$ cat src/sv/ivs_pkg.sv
package ivs_pkg;

  localparam int unsigned MaxLanes          = 8;
  localparam int unsigned DefaultLanes      = 8;
  localparam int unsigned DefaultQueueDepth = 2;
  localparam int unsigned ElemW             = 8;
  localparam int unsigned WordW             = 64;
  localparam int unsigned CountW            = 4;
  localparam int unsigned AccW              = 32;
  // one lane term: 9-bit signed operands
  localparam int unsigned OpW               = ElemW + 1;
  localparam int unsigned TermW             = 2 * OpW;

  localparam logic ModeDot  = 1'b0;
  localparam logic ModeDist = 1'b1;

  typedef struct packed {
    logic [MaxLanes-1:0] mask;
    logic                mode;
    logic                last;
  } ctl_t;

  typedef struct packed {
    ctl_t             ctl;
    logic [WordW-1:0] a;
    logic [WordW-1:0] b;
  } entry_t;

endpackage

$ cat src/sv/ivs_front.sv
module ivs_front #(
  parameter int unsigned LANES = ivs_pkg::DefaultLanes
) (
  input  logic                          clk_i,
  input  logic                          rst_ni,
  input  logic                          cfg_valid_i,
  output logic                          cfg_ready_o,
  input  logic                          cfg_data_i,
  input  logic                          in_valid_i,
  output logic                          in_stall_o,
  input  logic [ivs_pkg::WordW-1:0]     a_bytes_i,
  input  logic [ivs_pkg::WordW-1:0]     b_bytes_i,
  input  logic [ivs_pkg::CountW-1:0]    lane_count_i,
  input  logic                          last_chunk_i,
  output logic                          q_push_o,
  output ivs_pkg::entry_t               q_entry_o,
  input  logic                          q_full_i
);

  logic mode_q, mode_d;
  logic [ivs_pkg::MaxLanes-1:0] mask;

  assign cfg_ready_o = 1'b1;

  always_comb begin
    mode_d = mode_q;
    if (cfg_valid_i && cfg_ready_o) begin
      mode_d = cfg_data_i;
    end
  end

  always_ff @(posedge clk_i or negedge rst_ni) begin
    if (!rst_ni) begin
      mode_q <= ivs_pkg::ModeDot;
    end else begin
      mode_q <= mode_d;
    end
  end

  // lane i is live when i < min(lane_count, LANES)
  always_comb begin
    for (int i = 0; i < ivs_pkg::MaxLanes; i++) begin
      mask[i] = (i < LANES) && (lane_count_i > ivs_pkg::CountW'(i));
    end
  end

  assign in_stall_o = q_full_i;
  assign q_push_o   = in_valid_i && !q_full_i;

  always_comb begin
    q_entry_o          = '0;
    q_entry_o.ctl.mask = mask;
    q_entry_o.ctl.mode = mode_q;
    q_entry_o.ctl.last = last_chunk_i;
    q_entry_o.a        = a_bytes_i;
    q_entry_o.b        = b_bytes_i;
  end

endmodule

$ cat src/sv/ivs_queue.sv
module ivs_queue #(
  parameter int unsigned WIDTH = 8,
  parameter int unsigned DEPTH = 2
) (
  input  logic             clk_i,
  input  logic             rst_ni,
  input  logic             push_i,
  input  logic [WIDTH-1:0] push_data_i,
  output logic             full_o,
  input  logic             pop_i,
  output logic             valid_o,
  output logic [WIDTH-1:0] pop_data_o
);

  localparam int unsigned PtrW = (DEPTH > 1) ? $clog2(DEPTH) : 1;
  localparam int unsigned CntW = $clog2(DEPTH + 1);

  logic [WIDTH-1:0] mem_q [DEPTH];
  logic [PtrW-1:0]  wr_ptr_q, wr_ptr_d, rd_ptr_q, rd_ptr_d;
  logic [CntW-1:0]  count_q, count_d;

  assign full_o     = (count_q == CntW'(DEPTH));
  assign valid_o    = (count_q != '0);
  assign pop_data_o = mem_q[rd_ptr_q];

  always_comb begin
    wr_ptr_d = wr_ptr_q;
    rd_ptr_d = rd_ptr_q;
    count_d  = count_q;
    if (push_i) begin
      wr_ptr_d = (wr_ptr_q == PtrW'(DEPTH - 1)) ? '0 : wr_ptr_q + 1'b1;
    end
    if (pop_i) begin
      rd_ptr_d = (rd_ptr_q == PtrW'(DEPTH - 1)) ? '0 : rd_ptr_q + 1'b1;
    end
    unique case ({push_i, pop_i})
      2'b10:   count_d = count_q + 1'b1;
      2'b01:   count_d = count_q - 1'b1;
      default: count_d = count_q;
    endcase
  end

  always_ff @(posedge clk_i or negedge rst_ni) begin
    if (!rst_ni) begin
      wr_ptr_q <= '0;
      rd_ptr_q <= '0;
      count_q  <= '0;
    end else begin
      wr_ptr_q <= wr_ptr_d;
      rd_ptr_q <= rd_ptr_d;
      count_q  <= count_d;
    end
  end

  always_ff @(posedge clk_i) begin
    if (push_i) begin
      mem_q[wr_ptr_q] <= push_data_i;
    end
  end

  assert property (@(posedge clk_i) disable iff (!rst_ni) count_q <= CntW'(DEPTH))
    else $error("queue count above depth");
  assert property (@(posedge clk_i) disable iff (!rst_ni) pop_i |-> valid_o)
    else $error("pop from empty queue");
  assert property (@(posedge clk_i) disable iff (!rst_ni)
    (push_i && !pop_i) |=> (count_q == $past(count_q) + 1'b1))
    else $error("queue count lost a push");

endmodule

$ cat src/sv/ivs_back.sv
module ivs_back #(
  parameter int unsigned LANES = ivs_pkg::DefaultLanes
) (
  input  logic                              clk_i,
  input  logic                              rst_ni,
  input  logic                              q_valid_i,
  input  ivs_pkg::entry_t                   q_entry_i,
  output logic                              q_pop_o,
  output logic                              out_valid_o,
  input  logic                              out_stall_i,
  output logic signed [ivs_pkg::AccW-1:0]   sum_result_o
);

  localparam int unsigned TermW = ivs_pkg::TermW;
  localparam int unsigned SumW  = TermW + $clog2(LANES);
  localparam int unsigned AccW  = ivs_pkg::AccW;
  localparam int unsigned OpW   = ivs_pkg::OpW;
  localparam int unsigned ElemW = ivs_pkg::ElemW;

  // stage 1: lane terms
  logic                    s1_valid_q;
  logic                    s1_last_q;
  logic signed [TermW-1:0] s1_term_q [LANES];
  logic signed [TermW-1:0] s1_term_d [LANES];
  logic                    s1_ready;

  // stage 2: chunk sum
  logic                   s2_valid_q;
  logic                   s2_last_q;
  logic signed [SumW-1:0] s2_sum_q, s2_sum_d;
  logic                   s2_ready, s2_fire;

  // accumulate and output
  logic [AccW-1:0] acc_q, acc_d, acc_next;
  logic            out_valid_q, out_valid_d;
  logic [AccW-1:0] out_sum_q;
  logic            out_free;

  assign out_free = !out_valid_q || !out_stall_i;
  assign s2_fire  = s2_valid_q && (!s2_last_q || out_free);
  assign s2_ready = !s2_valid_q || s2_fire;
  assign s1_ready = !s1_valid_q || s2_ready;
  assign q_pop_o  = q_valid_i && s1_ready;

  always_comb begin
    logic signed [ElemW-1:0] ea, eb;
    logic signed [OpW-1:0]   x, y;
    for (int i = 0; i < LANES; i++) begin
      ea = $signed(q_entry_i.a[ElemW*i +: ElemW]);
      eb = $signed(q_entry_i.b[ElemW*i +: ElemW]);
      if (q_entry_i.ctl.mode == ivs_pkg::ModeDist) begin
        x = OpW'(ea) - OpW'(eb);
        y = x;
      end else begin
        x = OpW'(ea);
        y = OpW'(eb);
      end
      s1_term_d[i] = q_entry_i.ctl.mask[i] ? TermW'(x * y) : '0;
    end
  end

  always_comb begin
    s2_sum_d = '0;
    for (int i = 0; i < LANES; i++) begin
      s2_sum_d = s2_sum_d + SumW'(s1_term_q[i]);
    end
  end

  assign acc_next = acc_q + {{(AccW - SumW){s2_sum_q[SumW-1]}}, s2_sum_q};

  always_comb begin
    acc_d       = acc_q;
    out_valid_d = out_valid_q && out_stall_i;
    if (s2_fire) begin
      if (s2_last_q) begin
        acc_d       = '0;
        out_valid_d = 1'b1;
      end else begin
        acc_d = acc_next;
      end
    end
  end

  always_ff @(posedge clk_i or negedge rst_ni) begin
    if (!rst_ni) begin
      s1_valid_q  <= 1'b0;
      s2_valid_q  <= 1'b0;
      out_valid_q <= 1'b0;
      acc_q       <= '0;
    end else begin
      if (s1_ready) begin
        s1_valid_q <= q_valid_i;
      end
      if (s2_ready) begin
        s2_valid_q <= s1_valid_q;
      end
      out_valid_q <= out_valid_d;
      acc_q       <= acc_d;
    end
  end

  always_ff @(posedge clk_i) begin
    if (q_pop_o) begin
      s1_last_q <= q_entry_i.ctl.last;
      s1_term_q <= s1_term_d;
    end
    if (s2_ready && s1_valid_q) begin
      s2_last_q <= s1_last_q;
      s2_sum_q  <= s2_sum_d;
    end
    if (s2_fire && s2_last_q) begin
      out_sum_q <= acc_next;
    end
  end

  assign out_valid_o  = out_valid_q;
  assign sum_result_o = $signed(out_sum_q);

  assert property (@(posedge clk_i) disable iff (!rst_ni)
    (s2_fire && s2_last_q) |=> (acc_q == '0 && out_valid_q))
    else $error("last chunk did not flush accumulator");
  assert property (@(posedge clk_i) disable iff (!rst_ni)
    (s1_valid_q && !s2_ready) |=> (s1_valid_q && $stable(s1_last_q)))
    else $error("stage 1 lost a held chunk");
  assert property (@(posedge clk_i) disable iff (!rst_ni)
    (s2_valid_q && s2_last_q && !out_free) |=> (s2_valid_q && $stable(acc_q)))
    else $error("accumulator moved while result blocked");

endmodule

$ cat src/sv/int8_vector_similarity.sv
// channel   dir  handshake                  payload
// cfg       in   cfg_valid_i / cfg_ready_o  cfg_data_i (mode: 0 dot, 1 distance)
// in        in   in_valid_i / in_stall_o    a_bytes_i, b_bytes_i, lane_count_i, last_chunk_i
// out       out  out_valid_o / out_stall_i  sum_result_o
//
// One chunk per cycle sustained unless out_stall_i holds a finished result;
// lane multipliers, the lane adder tree and the single accumulator add each
// take one pipeline stage, after the request has been stored in a queue entry.
// Reset clears mode, accumulator, queue and all valid flags; no clearing pass.
// in_stall_o rises only when the request queue is full; out_stall_i holds
// a finished result while non-last chunks keep accumulating behind it.
module int8_vector_similarity #(
  parameter int unsigned LANES       = ivs_pkg::DefaultLanes,
  parameter int unsigned QUEUE_DEPTH = ivs_pkg::DefaultQueueDepth
) (
  input  logic                            clk_i,
  input  logic                            rst_ni,
  input  logic                            cfg_valid_i,
  output logic                            cfg_ready_o,
  input  logic                            cfg_data_i,
  input  logic                            in_valid_i,
  output logic                            in_stall_o,
  input  logic [ivs_pkg::WordW-1:0]       a_bytes_i,
  input  logic [ivs_pkg::WordW-1:0]       b_bytes_i,
  input  logic [ivs_pkg::CountW-1:0]      lane_count_i,
  input  logic                            last_chunk_i,
  output logic                            out_valid_o,
  input  logic                            out_stall_i,
  output logic signed [ivs_pkg::AccW-1:0] sum_result_o
);

  localparam int unsigned EntryW = $bits(ivs_pkg::entry_t);

  logic            q_push, q_full, q_pop, q_valid;
  ivs_pkg::entry_t q_wr_entry, q_rd_entry;

  ivs_front #(
    .LANES (LANES)
  ) u_front (
    .clk_i        (clk_i),
    .rst_ni       (rst_ni),
    .cfg_valid_i  (cfg_valid_i),
    .cfg_ready_o  (cfg_ready_o),
    .cfg_data_i   (cfg_data_i),
    .in_valid_i   (in_valid_i),
    .in_stall_o   (in_stall_o),
    .a_bytes_i    (a_bytes_i),
    .b_bytes_i    (b_bytes_i),
    .lane_count_i (lane_count_i),
    .last_chunk_i (last_chunk_i),
    .q_push_o     (q_push),
    .q_entry_o    (q_wr_entry),
    .q_full_i     (q_full)
  );

  ivs_queue #(
    .WIDTH (EntryW),
    .DEPTH (QUEUE_DEPTH)
  ) u_queue (
    .clk_i       (clk_i),
    .rst_ni      (rst_ni),
    .push_i      (q_push),
    .push_data_i (q_wr_entry),
    .full_o      (q_full),
    .pop_i       (q_pop),
    .valid_o     (q_valid),
    .pop_data_o  (q_rd_entry)
  );

  ivs_back #(
    .LANES (LANES)
  ) u_back (
    .clk_i        (clk_i),
    .rst_ni       (rst_ni),
    .q_valid_i    (q_valid),
    .q_entry_i    (q_rd_entry),
    .q_pop_o      (q_pop),
    .out_valid_o  (out_valid_o),
    .out_stall_i  (out_stall_i),
    .sum_result_o (sum_result_o)
  );

endmodule
$ cat config.mk
export PLATFORM = sky130hd
export DESIGN_NAME = int8_vector_similarity
export DESIGN_NICKNAME = d
export VERILOG_FILES = /design/src/sv/ivs_pkg.sv /design/src/sv/ivs_front.sv /design/src/sv/ivs_queue.sv /design/src/sv/ivs_back.sv /design/src/sv/int8_vector_similarity.sv
export SDC_FILE = /design/constraint.sdc
export NUM_CORES = 2
export LEC_CHECK = 0
export BUFFER_PORTS_ARGS = -buffer_cell sky130_fd_sc_hd__buf_2
export CORE_MARGIN = 2
export CORE_UTILIZATION = 50
export CTS_BUF_LIST = sky130_fd_sc_hd__clkbuf_8
export DETAILED_ROUTE_END_ITERATION = 8
export GPL_TIMING_DRIVEN = 0
export HOLD_SLACK_MARGIN = 0.1
export PLACE_DENSITY = 0.66
export SLEW_MARGIN = 10
export SYNTH_ARGS = -nofsm -noshare
export SYNTH_HDL_FRONTEND = slang
export SYNTH_SLANG_ARGS = --single-unit
export TNS_END_PERCENT = 10
$ cat constraint.sdc
create_clock -name clk_i -period 14 [get_ports clk_i]
set_input_delay 1.4 -clock clk_i [delete_from_list [all_inputs] [get_ports clk_i]]
set_output_delay 1.4 -clock clk_i [all_outputs]
set_load 0.05 [all_outputs]
== After elaboration in Yosys (flattened, before gate mapping) ==
Memories as Yosys holds them, arrays and structs flattened.
Cells that the tools add are included.
Word-level totals
  bits in read-only memories: 0
  bits in latches: 0
  memories: 1
  word-level logic and storage cells: 102
  memory bits (writable): 276
  bits of input ports: 139
  register bits after elaboration: 239
Cells by class
  muxes and demuxes: 24
  add/subtract/negate cells: 20
  bitwise logic cells: 0
  shift-type cells: 0
  reduce and logical (&&, ||, !) cells: 18
  multiply operators: 8
  equality and inequality tests: 3
  order comparisons: 8
  div/mod/pow operators: 0
Memories
  u_queue.mem_q: depth 2, bits a word 138, rd ports 1, clocked after Yosys merged registers in 0, write ports 1, RTL line ivs_queue.sv:18  | logic [WIDTH-1:0] mem_q [DEPTH];
Operators by type and width (count)
  9-bit by 9-bit multiplier with 18-bit output: 8
  9-bit 2-to-1 mux: 16
  21-bit by 18-bit adder with 21-bit output: 5
  8-bit by 8-bit subtractor with 9-bit output: 8
  32-bit adder: 1
  32-bit 2-to-1 mux: 1
  19-bit by 18-bit adder with 20-bit output: 1
  18-bit by 18-bit adder with 19-bit output: 1
  4-bit by 3-bit > comparator with 1-bit output (second input constant): 4
  4-bit by 1-bit > comparator with 1-bit output (second input constant): 2
  4-bit by 2-bit > comparator with 1-bit output (second input constant): 2
  1-bit logical AND: 6
  1-bit logical NOT: 6
  1-bit 2-to-1 mux: 6
  2-bit == test (second input constant): 2
  1-bit logical OR: 4
  2-bit one-hot mux with 2 select lines: 1
  2-bit nonzero test: 2
  1-bit adder (second input constant): 2
  2-bit by 1-bit adder with 2-bit output (second input constant): 1
  2-bit by 1-bit == test with 1-bit output (second input constant): 1
  2-bit by 1-bit subtractor with 2-bit output (second input constant): 1

== Logic depth before layout (Yosys ltp) ==
  depth after elaboration: 9
  gate-level depth with buffers: 34
  depth with buffers taken out: 30

== Cells and area by module ==
Synthesis repeated with hierarchy kept, for this count alone.
Unflattened totals
  cells, all modules: 4855
  area total of the unflattened synthesis: 52022.4 sq um
By module, submodules not included
  ivs_back: area an instance 40744.1 sq um, seq. area each 6851.6 sq um, cells an instance 4265, times used 1
  ivs_queue: area an instance 10177.3 sq um, seq. area each 8388.0 sq um, cells an instance 445, times used 1
  ivs_front: area an instance 1101.1 sq um, seq. area each 25.0 sq um, cells an instance 145, times used 1

== Worst setup path after synthesis ==
Ideal clock, no wire load.
  kind: in2reg
  start: in out_stall_i
  end: reg u_queue.count_q[1]
  data required time: 13.921 ns
  data arrival time: 10.087 ns
  setup time: 0.079 ns
  cell stages on the path: 6
  slack: 3.834 ns
  cells stage by stage: nand3_1 > nor2_1 > a21oi_1 > ha_1 > nor2_1 > xor2_1
Between the ends
  word-level cells in the longest chain between the ends: 9
RTL lines
  start: declaration: RTL line int8_vector_similarity.sv:28  | input logic out_stall_i,
  1-bit logical NOT *: RTL line ivs_back.sv:39  | assign out_free = !out_valid_q || !out_stall_i;
  1-bit logical OR *: RTL line ivs_back.sv:39
  1-bit logical OR *: RTL line ivs_back.sv:40  | assign s2_fire = s2_valid_q && (!s2_last_q || out_free);
  1-bit logical AND *: RTL line ivs_back.sv:40
  1-bit logical OR *: RTL line ivs_back.sv:41  | assign s2_ready = !s2_valid_q || s2_fire;
  1-bit logical OR *: RTL line ivs_back.sv:42  | assign s1_ready = !s1_valid_q || s2_ready;
  1-bit logical AND *: RTL line ivs_back.sv:43  | assign q_pop_o = q_valid_i && s1_ready;
  via q_pop: RTL line int8_vector_similarity.sv:34  | logic q_push, q_full, q_pop, q_valid;
  2-bit by 1-bit == test with 1-bit output or 2-bit == test (tied branches): RTL line ivs_queue.sv:36  | unique case ({push_i, pop_i})
  2-bit one-hot mux with 2 select lines or 2-bit nonzero test (tied branches)
  end signal: assignment: RTL line ivs_queue.sv:51  | count_q <= count_d;
  end: declaration: RTL line ivs_queue.sv:20  | logic [CntW-1:0] count_q, count_d;
Mark *: on every way through the listed nets, which the timed path passes. The rest lies on a longest branch.
A chain may end at the register's enable or synchronous reset.

== Worst setup path after layout ==
  start: reg u_queue.rd_ptr_q
  end: reg u_back.s1_term_q[35] (netlist bit), data pin
Between the ends
  word-level cells in the longest chain between the ends: 4
RTL lines
  start: declaration: RTL line ivs_queue.sv:19  | logic [PtrW-1:0] wr_ptr_q, wr_ptr_d, rd_ptr_q, rd_ptr_d;
  start signal: assignment: RTL line ivs_queue.sv:50  | rd_ptr_q <= rd_ptr_d;
  memory read 2 x 138 bit *
  8-bit by 8-bit subtractor with 9-bit output: RTL line ivs_back.sv:52  | x = OpW'(ea) - OpW'(eb);
  9-bit 2-to-1 mux: RTL line ivs_back.sv:51  | if (q_entry_i.ctl.mode == ivs_pkg::ModeDist) begin
  9-bit by 9-bit multiplier with 18-bit output: RTL line ivs_back.sv:58  | s1_term_d[i] = q_entry_i.ctl.mask[i] ? TermW'(x * y) : '0;
  end signal: assignment: RTL line ivs_back.sv:105  | s1_term_q <= s1_term_d;
  end: declaration: RTL line ivs_back.sv:23  | logic signed [TermW-1:0] s1_term_q [LANES];
Every way passes the cells marked *; elsewhere a longest branch is shown, timed or not.

==> flow_metrics.tcl <==
set metrics [dict create \
    crit_fanout 10 \
    clockBufferDepth 3 \
    dr.pass1.iters 8 \
    crit_arrival_ps 11030 \
    cts_buffers 88 \
    crit_type "flop to flop" \
    first_global_vias 35210 \
    die_x_um 324.1 \
    post-route-period-util_pct 75.61 \
    start_util_pct 50.36 \
    drc 0 \
    syn_avg_cell_area_um2 10.69 \
    fillers 8985 \
    synthCells 4791 \
    endpoint_kind "flop" \
    worst_setup_path_start_kind "flop" \
    drv_slew 0 \
    routabilityCongestion 0.9448 \
    worstMarginPinSlew_ps 1352 \
    met3_usage_pct 5.170 \
    max_freq_ghz 0.09447 \
    relSlewSlack_pct 9.859 \
    fin_nets 6320 \
    clk_latency_ps 760 \
    ys_seq_elements 515 \
    design.portCount 174 \
    slowest_stage "mux2i_1" \
    dp_hpwl_um 109300 \
    async_reset_ff_share_pct 7.767 \
    grt_max_degree 56 \
    cpPeakStageDelay_ps 760 \
    ys_seq_area_share_pct 29.79 \
    hold_viol 0 \
    grt-ovfl-total 0 \
    drive_gt1_share_pct 9.821 \
    finalSetupViolations 0 \
    synth_area_mm2 0.05123 \
    fin_util_pct 55.11 \
    cts_hold_buf 0 \
    num_vias 35350 \
    max_cap_violations 0 \
    avgViaCountPerCell 5.428 \
    clk_pin_slew_ps 60 \
    core_mm2 0.1017 \
    hp-class "flop to flop" \
    root_buffer "clkbuf_8" \
    synth_warnings 0 \
    htreeDepth 3 \
    drtIter0Drc 2733 \
    critPathRequiredTime_ps 14440 \
    io_buffers 172 \
    antenna_found_initial 7 \
    synth-edff-count 475 \
    synth_cell_types 80 \
    synth_fp_nets 6040 \
    wire_per_inst_um 21.20 \
    globalRouteMet2Util_pct 41.75 \
    rsz0062_at_grt "no" \
    dp.cells 6349 \
    period_needed_ps 10590 \
    fin_setup_tns_ps 0 \
    fin_worst_skew_ps 50.73 \
    core.rowCount 117 \
    grt.total_usage_pct 26.91 \
    dieArea_mm2 0.1050 \
    grt_busiest_layer "met2" \
    cts_tree "built" \
    cts_sinks 515 \
    ant_nets 0 \
    holdWs_ps 422.2 \
    area_growth_pct 9.446 \
    postCtsSetupBuffers 0 \
    ctsResizeCount 0 \
    routed_wl_um 138100 \
    status "finished, final reports clean" \
    die_h_um 324.1 \
    layoutNonFillerInstCount 6513 \
    grt_first_pass_wirelength_um 209400 \
    met1_usage_pct 37.58 \
    synth_ff_type "edfxtp_1" \
]
-- cells in the mapped netlist, drive strengths merged, types with 48 or more instances --
library cell	number	area, um^2
nor2b	89	556.8
a21o	103	774.5
o21a	52	390.4
fa	671	13430
a21oi	203	1031
nand2b	48	300.3
inv	781	2932
xor2	69	604.3
xnor2	155	1358
clkbuf	54	202.7
edfxtp	475	14260
mux2	63	709.4
or2	55	344.1
mux2i	96	964.7
ha	439	5493
o21ai	167	854.6
nor3	53	270.3
nand2	275	1032
nor2	536	2012
-- sequential cells by signal (all words and copies together) (netlist names) --
signal,cells
u_back.acc_q,32
u_back.out_valid_o,1
u_back.s1_last_q,1
u_back.s1_term_q,144
u_back.s1_valid_q,1
u_back.s2_last_q,1
u_back.s2_sum_q,21
u_back.s2_valid_q,1
u_back.sum_result_o,32
u_front.mode_q,1
u_queue.count_q,2
u_queue.mem_q,276
u_queue.rd_ptr_q,1
u_queue.wr_ptr_q,1
-- layout by cell type, fill, tap and decap left out, types with 17 or more instances in the layout --
cell type    n
a21boi_0    31
a21o_1     102
a21oi_1    198
a22o_1      23
and2_1      27
buf_2      205
clkbuf_1    45
clkbuf_8    95
dfrtp_1     40
edfxtp_1   475
fa_1       671
ha_1       439
inv_1      812
mux2_2      63
mux2i_1     95
nand2_1    275
nand2b_1    48
nand3_1     34
nor2_1     534
nor2b_1     89
nor3_1      52
nor3b_1     24
o21a_1      52
o21ai_0    147
o21ai_1     17
o21bai_1    36
or2_2       55
or3_1       19
xnor2_1    155
xor2_1      69
-- worst paths after layout --
kind / from / end / slack (ps) / depth (start not counted)
min in group asynchronous: rst_ni / u_back.acc_q[10] / 720 / 1
worst min-delay path: u_back.s1_last_q / u_back.s2_last_q / 420 / 0
worst max register to register: u_queue.rd_ptr_q / u_back.s1_term_q[35] / 3410 / 32
max in group asynchronous: rst_ni / u_queue.rd_ptr_q / 12800 / 1
worst min register to register: u_back.s1_last_q / u_back.s2_last_q / 420 / 0
worst max-delay path: u_queue.rd_ptr_q / u_back.s1_term_q[35] / 3410 / 32
-- stage by stage --
step,cell area [um^2],setup slack [ps]
3_3_place_gp,53810,383.2
5_1_grt,56070,3158
4_1_cts,56060,3679
3_5_place_dp,54280,3744
2_1_floorplan,51230,3834
6_report,56070,3415
-- worst max-delay path: cells and delay by family, from the launching register on --
family	cells	cell delay, ps
adder cells (fa/ha/maj)	8	3070
AO/OA/AOI/OAI	11	2690
buffers and inverters	7	2110
AND/OR/NAND/NOR	4	1070
multiplexers	1	760
flip-flops	1	320
XOR/XNOR	1	180
-- logic make-up (layout without fill, tap and decap cells) --
group | after synthesis | in the layout | synth area share [%]
compound gates | 712 | 712 | 9.121
xor+xnor | 224 | 224 | 3.829
fa+ha+maj | 1110 | 1110 | 36.94
buf+inv | 875 | 1226 | 6.508
flops | 515 | 515 | 29.79
mux | 159 | 159 | 3.268
other cells | 1 | 4 | 0.007319
simple gates | 1195 | 1195 | 10.53
-- per-layer routing --
metal | share of wire [%] | wire length (um) | vias up
met2 | 45 | 61870 | 1222
met4 | 3.9 | 5332 | 4
met1 | 44 | 60370 | 17520
li1 | - | - | 16370
met3 | 7.6 | 10490 | 227
met5 | 0.020 | 27 | -
-- area by class of cell --
type,count,area [um^2],share of cell area (%)
tap,1368,1712,3.052
sequential,515,15260,27.22
inverter,781,2932,5.228
clock buffer,95,1308,2.332
timing repair buffer,190,1279,2.280
clock inverter,66,479.2,0.8546
multi-input combinational,3401,32680,58.27
antenna,3,7.507,0.01339
buffer,94,417.9,0.7453
Power is left out: the tool's default activity adds up to more than one toggle a clock period on the data nets, which glitch-free logic cannot reach.
